`config.mk`:
```
export PLATFORM = sky130hd
export DESIGN_NAME = vvfe_hit_pipe
export DESIGN_NICKNAME = d
export VERILOG_FILES = /design/src/rtl/vvfe_pkg.sv /design/src/rtl/vvfe_hit_pipe.sv
export SDC_FILE = /design/constraint.sdc
export NUM_CORES = 2
export LEC_CHECK = 0
export ABC_AREA = 1
export BUFFER_PORTS_ARGS = -buffer_cell sky130_fd_sc_hd__buf_4
export CAP_MARGIN = 25
export CORE_ASPECT_RATIO = 1.1
export CORE_MARGIN = 3
export CORE_UTILIZATION = 40
export CTS_BUF_LIST = sky130_fd_sc_hd__clkbuf_4 sky130_fd_sc_hd__clkbuf_8 sky130_fd_sc_hd__clkbuf_16
export DETAILED_ROUTE_END_ITERATION = 7
export HOLD_SLACK_MARGIN = 0.05
export PLACE_DENSITY = 0.53
export SYNTH_ARGS = -nofsm -noshare
export SYNTH_HDL_FRONTEND = slang
export SYNTH_SLANG_ARGS = --single-unit
export TNS_END_PERCENT = 5
```
`constraint.sdc`:
```
create_clock -name clk -period 15 [get_ports clk]
set_clock_uncertainty 0.05 [all_clocks]
set_input_delay 0.75 -clock clk [delete_from_list [all_inputs] [get_ports clk]]
set_output_delay 0.75 -clock clk [all_outputs]
set_load 0.005 [all_outputs]
```
`src/rtl/vvfe_pkg.sv`:
```
// Shared types and constants of the voxel volume fill engine.
// No dependencies; used by vvfe_hit_pipe and voxel_volume_fill_engine_unit.
package vvfe_pkg;

  // Default edge length of the volume store.
  localparam int unsigned DIM_MAX_DEF = 32;

  // Fixed field widths.
  localparam int unsigned CMD_W   = 3;
  localparam int unsigned COORD_W = 8;
  localparam int unsigned FILL_W  = 12;
  localparam int unsigned VOX_W   = 8;
  localparam int unsigned CFG_W   = 6;
  localparam int unsigned CFG_IDX_W = 2;

  // Radius squares and their products (radius magnitude at most 128).
  localparam int unsigned RSQ_W = 15;
  localparam int unsigned RPR_W = 29;
  localparam int unsigned RTR_W = 43;

  localparam logic [VOX_W-1:0] VOX_RESET = 8'd99;
  localparam logic [VOX_W-1:0] VOX_SAT   = 8'd255;

  // Configuration register indexes.
  localparam logic [CFG_IDX_W-1:0] REG_SIZE_X = 2'd0;
  localparam logic [CFG_IDX_W-1:0] REG_SIZE_Y = 2'd1;
  localparam logic [CFG_IDX_W-1:0] REG_SIZE_Z = 2'd2;

  typedef enum logic [CMD_W-1:0] {
    CMD_WRITE     = 3'd0,
    CMD_READ      = 3'd1,
    CMD_SPHERE    = 3'd2,
    CMD_ELLIPSOID = 3'd3,
    CMD_BOX       = 3'd4
  } cmd_t;

  typedef enum logic [1:0] {
    MODE_POINT,
    MODE_SPHERE,
    MODE_ELLIPSOID,
    MODE_BOX
  } mode_t;

  // Shape description held for the length of one command.
  typedef struct packed {
    mode_t                     mode;
    logic signed [COORD_W-1:0] cx;
    logic signed [COORD_W-1:0] cy;
    logic signed [COORD_W-1:0] cz;
    logic signed [COORD_W-1:0] a;
    logic signed [COORD_W-1:0] b;
    logic signed [COORD_W-1:0] c;
    logic [RSQ_W-1:0]          ra;
    logic [RSQ_W-1:0]          rb;
    logic [RSQ_W-1:0]          rc;
    logic [RPR_W-1:0]          rab;
    logic [RPR_W-1:0]          rac;
    logic [RPR_W-1:0]          rbc;
    logic [RTR_W-1:0]          rabc;
    logic                      ell_zero;
  } shape_t;

  typedef struct packed {
    logic valid;
    logic last;
  } pipe_ctl_t;

  typedef struct packed {
    logic valid;
    logic last;
    logic hit;
  } pipe_res_t;

endpackage

```
`src/rtl/vvfe_hit_pipe.sv`:
```
// Three-stage cell test and address pipeline of the voxel volume fill engine.
// Depends on vvfe_pkg (shape_t, pipe_ctl_t, pipe_res_t, mode_t).
module vvfe_hit_pipe #(
  parameter int unsigned DIM_MAX = vvfe_pkg::DIM_MAX_DEF
) (
  input  logic                                  clk,
  input  logic                                  rst,
  input  vvfe_pkg::pipe_ctl_t                   in_ctl,
  input  logic [$clog2(DIM_MAX)-1:0]            x,
  input  logic [$clog2(DIM_MAX)-1:0]            y,
  input  logic [$clog2(DIM_MAX)-1:0]            z,
  input  logic [$clog2(DIM_MAX+1)-1:0]          nx,
  input  logic [2*$clog2(DIM_MAX+1)-1:0]        nxny,
  input  vvfe_pkg::shape_t                      shape,
  output vvfe_pkg::pipe_res_t                   out_res,
  output logic [$clog2(DIM_MAX**3)-1:0]         addr
);
  import vvfe_pkg::*;

  localparam int unsigned IW     = $clog2(DIM_MAX);
  localparam int unsigned AW     = $clog2(DIM_MAX**3);
  localparam int unsigned DW     = ((IW + 1 > COORD_W) ? IW + 1 : COORD_W) + 1;
  localparam int unsigned SQ_W   = 2 * DW;
  localparam int unsigned SSUM_W = SQ_W + 2;
  localparam int unsigned TERM_W = SQ_W + RPR_W;
  localparam int unsigned SUM_W  = TERM_W + 2;

  // Stage 1: offsets, squares, box test, address partial products.
  logic signed [DW-1:0]   xs, ys, zs, dx, dy, dz;
  logic signed [SQ_W-1:0] dxe, dye, dze;
  logic signed [SQ_W-1:0] sqx_s, sqy_s, sqz_s;
  logic                   box_comb;

  assign xs  = signed'({{(DW-IW){1'b0}}, x});
  assign ys  = signed'({{(DW-IW){1'b0}}, y});
  assign zs  = signed'({{(DW-IW){1'b0}}, z});
  assign dx  = xs - DW'(shape.cx);
  assign dy  = ys - DW'(shape.cy);
  assign dz  = zs - DW'(shape.cz);
  assign dxe = SQ_W'(dx);
  assign dye = SQ_W'(dy);
  assign dze = SQ_W'(dz);
  assign sqx_s = dxe * dxe;
  assign sqy_s = dye * dye;
  assign sqz_s = dze * dze;
  assign box_comb = (xs >= DW'(shape.cx)) && (xs <= DW'(shape.a)) &&
                    (ys >= DW'(shape.cy)) && (ys <= DW'(shape.b)) &&
                    (zs >= DW'(shape.cz)) && (zs <= DW'(shape.c));

  pipe_ctl_t         ctl1;
  logic [SQ_W-1:0]   sqx1, sqy1, sqz1;
  logic              box1;
  logic [AW-1:0]     pz1, py1, px1;

  // Stage 2: sphere sum, ellipsoid terms, address sum.
  pipe_ctl_t         ctl2;
  logic [TERM_W-1:0] tx2, ty2, tz2;
  logic              sph2, box2;
  logic [AW-1:0]     addr2;
  logic [SSUM_W-1:0] ssum;

  assign ssum = SSUM_W'(sqx1) + SSUM_W'(sqy1) + SSUM_W'(sqz1);

  // Stage 3: ellipsoid sum and compare, pick the test of the mode.
  logic [SUM_W-1:0]  esum;
  logic              ell_hit, hit_comb;

  assign esum    = SUM_W'(tx2) + SUM_W'(ty2) + SUM_W'(tz2);
  assign ell_hit = !shape.ell_zero && (esum <= SUM_W'(shape.rabc));

  always_comb begin
    case (shape.mode)
      MODE_POINT:     hit_comb = 1'b1;
      MODE_SPHERE:    hit_comb = sph2;
      MODE_ELLIPSOID: hit_comb = ell_hit;
      MODE_BOX:       hit_comb = box2;
      default:        hit_comb = 1'b0;
    endcase
  end

  always_ff @(posedge clk) begin
    if (rst) begin
      ctl1    <= '0;
      ctl2    <= '0;
      out_res <= '0;
    end else begin
      ctl1    <= in_ctl;
      ctl2    <= ctl1;
      out_res <= '{valid: ctl2.valid, last: ctl2.last, hit: hit_comb};
    end
    sqx1  <= $unsigned(sqx_s);
    sqy1  <= $unsigned(sqy_s);
    sqz1  <= $unsigned(sqz_s);
    box1  <= box_comb;
    pz1   <= AW'(z) * AW'(nxny);
    py1   <= AW'(y) * AW'(nx);
    px1   <= AW'(x);
    tx2   <= TERM_W'(sqx1) * TERM_W'(shape.rbc);
    ty2   <= TERM_W'(sqy1) * TERM_W'(shape.rac);
    tz2   <= TERM_W'(sqz1) * TERM_W'(shape.rab);
    sph2  <= ssum < SSUM_W'(shape.ra);
    box2  <= box1;
    addr2 <= pz1 + py1 + px1;
    addr  <= addr2;
  end

endmodule

```
==> results.cfg <==
[run_status]
status = complete, no violations

[timing]
fmax_mhz = 141
rsz0062_at_grt = false
tightest_slew_ns = 1.04
period_minus_slack_ns = 7.09
timing.final.crit_share = 0.473
drv_slew = 0
setup_violations = 0
finalHoldViolCount = 0
tns_ns = 0
slew_headroom = 0.304

[grt]
grt.overflow.total = 0
grt_pass1_vias = 62000
antenna_found_initial = 9
grt_pass1_wl_mm = 339
grt_max_degree = 31
grt_use_total = 0.227

[floorplan]
io_pins = 281
dieArea_sq_um = 189000
coreArea_sq_um = 182000
die_w_um = 415
start_util = 0.404
dieHeight_um = 456
rows = 164

[route]
post_drt_wl_per_cell_um = 17.7
antenna_left = 0
vias_per_cell = 4.80
drc_errors = 0
routed_wirelength_mm = 209
drtIter0Drc = 2777
dr_total_vias = 56700
drtPass1Iterations = 7

[clock_tree]
cts.clk_slew.worst_paths_ns = 0.06
htreeDepth = 2
clk_latency_ns = 0.59
holdBufCountCts = 0
tritoncts = built
clock_path_buffers = 3
post_cts_buffers = 0
cts_buffers = 36
cts_root_buffer = clkbuf_16
cts.sinks = 263
ctsResizeCount = 0

[placement]
dp_hpwl_mm = 170
place_congestion = 0.919
io_buffers = 250

[worst_setup_path]
slowest_stage = fa_1
worstSetupPathType = input port to flip-flop
worstPathRequired_ns = 15.47
start_kind = input port
worstSetupEndpointType = flip-flop
cpMostUsedCell = inv_1
cp_max_fo = 12
cp.arrival_ns = 7.56
crit_path_max_incr_delay_ns = 0.52

[synthesis]
syn-cell-area_sq_um = 73700
seq_area_frac_synth = 0.0715
async_reset_ff_frac = 0
syn_inst = 9366
ys.flop_type = dfxtp_1
synth_cell_types = 60
avgSynthCellArea_sq_um = 7.87
ys_ff_latch = 263
synth_edf_count = 0
yosys_warnings = 0

[cells_and_area]
areaGrowthSynthToFinish_pct = 7.07
fill_cells = 18500
drive_above_1_share = 0.0476
fin_nets = 11900

[min_path]
min_path_type = input port to flip-flop

[flow_run]
max_cap_viol_count = 0
==> flip-flops by register name, indices dropped and copies added, names as in the netlist, 17 cells and up <==
signal and cells:
sqy1 17, tx2 47, ty2 47, sqx1 17, tz2 47, sqz1 17
==> cells by family after synthesis <==
group,Yosys count,synth area share
other,2,0.000102
adder cells (fa/ha/maj),2269,0.539
AND/OR/NAND/NOR,2796,0.149
buffers and inverters,3149,0.160
AO/OA/AOI/OAI,605,0.0471
flip-flops,263,0.0715
XOR/XNOR,282,0.0335
==> worst paths after layout <==
kind / start / endpoint / slack (ns) / cells after the start
worst max-delay path: x[0] / sqx1[17]$_DFF_P_ / 7.91 / 34
worst min-delay path: x[0] / px1[0]$_DFF_P_ / 0.22 / 1
worst max register to register: sqz1[4]$_DFF_P_ / tz2[46]$_DFF_P_ / 8.38 / 22
worst min register to register: addr2[11]$_DFF_P_ / addr[11]$_DFF_P_ / 0.28 / 0
==> cell usage in the layout (no fill, tap or decap), types with 7 or more instances in the layout <==
cell type	netlist	routed
a211oi_1	10	10
a21boi_0	9	9
a21o_1	24	24
a21oi_1	314	314
a21oi_2	9	9
a31oi_1	44	44
buf_4	0	291
clkbuf_16	0	37
clkbuf_8	0	7
dfxtp_1	263	250
dfxtp_2	0	13
fa_1	1504	1504
ha_1	765	765
inv_1	2804	2804
nand2_1	2206	2206
nand2_2	12	12
nand3_1	97	97
nand4_1	28	28
nor2_1	368	368
nor2_2	10	10
nor3_1	33	33
nor4_1	9	9
o211ai_1	8	8
o21a_1	7	7
o21ai_0	113	113
o21ai_1	15	15
o21ai_2	17	17
o21bai_1	14	14
xnor2_1	108	108
xor2_1	174	174
==> metal layers <==
layer	GRT usage	up-vias	wire length (um)	part of all wire
li1	-	26700	-	-
met1	0.286	28400	87500	0.42
met2	0.404	1256	105000	0.50
met3	0.0194	289	8420	0.040
met4	0.0845	2	8750	0.042
met5	0	-	20	0.000096
==> stage by stage <==
| stage | area [sq um] | hold WS, ns | cells | setup WS (ns) | util |
|---|---|---|---|---|---|
| 3_3_place_gp | 77600 | 0.262 | 11700 | 7.23 | 0.426 |
| 3_5_place_dp | 77600 | 0.264 | 11700 | 7.25 | 0.426 |
| 6_report | 78900 | 0.224 | 11800 | 7.91 | 0.433 |
| 5_1_grt | 78900 | 0.192 | 11800 | 7.33 | 0.432 |
| 2_1_floorplan | 73700 | 0.260 | 9370 | 8.23 | - |
| 4_1_cts | 78900 | 0.177 | 11800 | 7.86 | 0.432 |
==> synthesized netlist by cell type, types with 33 or more instances <==
| master | instances | area (sq um) |
|---|---|---|
| a21oi_1 | 314 | 1570 |
| a31oi_1 | 44 | 275 |
| clkbuf_1 | 313 | 1170 |
| dfxtp_1 | 263 | 5270 |
| fa_1 | 1504 | 30100 |
| ha_1 | 765 | 9570 |
| inv_1 | 2804 | 10500 |
| nand2_1 | 2206 | 8280 |
| nand3_1 | 97 | 485 |
| nor2_1 | 368 | 1380 |
| nor3_1 | 33 | 165 |
| o21ai_0 | 113 | 566 |
| xnor2_1 | 108 | 946 |
| xor2_1 | 174 | 1520 |
==> worst max-delay path: cells and delay by family <==
kind	cells	cell delay, ns
buf+inv	8	0.86
fa+ha+maj	8	3.26
xor+xnor	1	0.13
compound gates	8	1.20
simple gates	9	1.33
==> area by class of cell <==
class | instances | area, sq um | area share
multi-input combinational | 5958 | 56600 | 0.718
timing repair buffer | 291 | 2180 | 0.0277
antenna | 4 | 10.0 | 0.000127
clock buffer | 46 | 1040 | 0.0131
inverter | 2810 | 10500 | 0.134
sequential | 263 | 5280 | 0.0669
clock inverter | 19 | 203 | 0.00257
tap | 2407 | 3010 | 0.0382
Power is left out: the tool's default activity adds up to more than one toggle a clock period on the data nets, which glitch-free logic cannot reach.
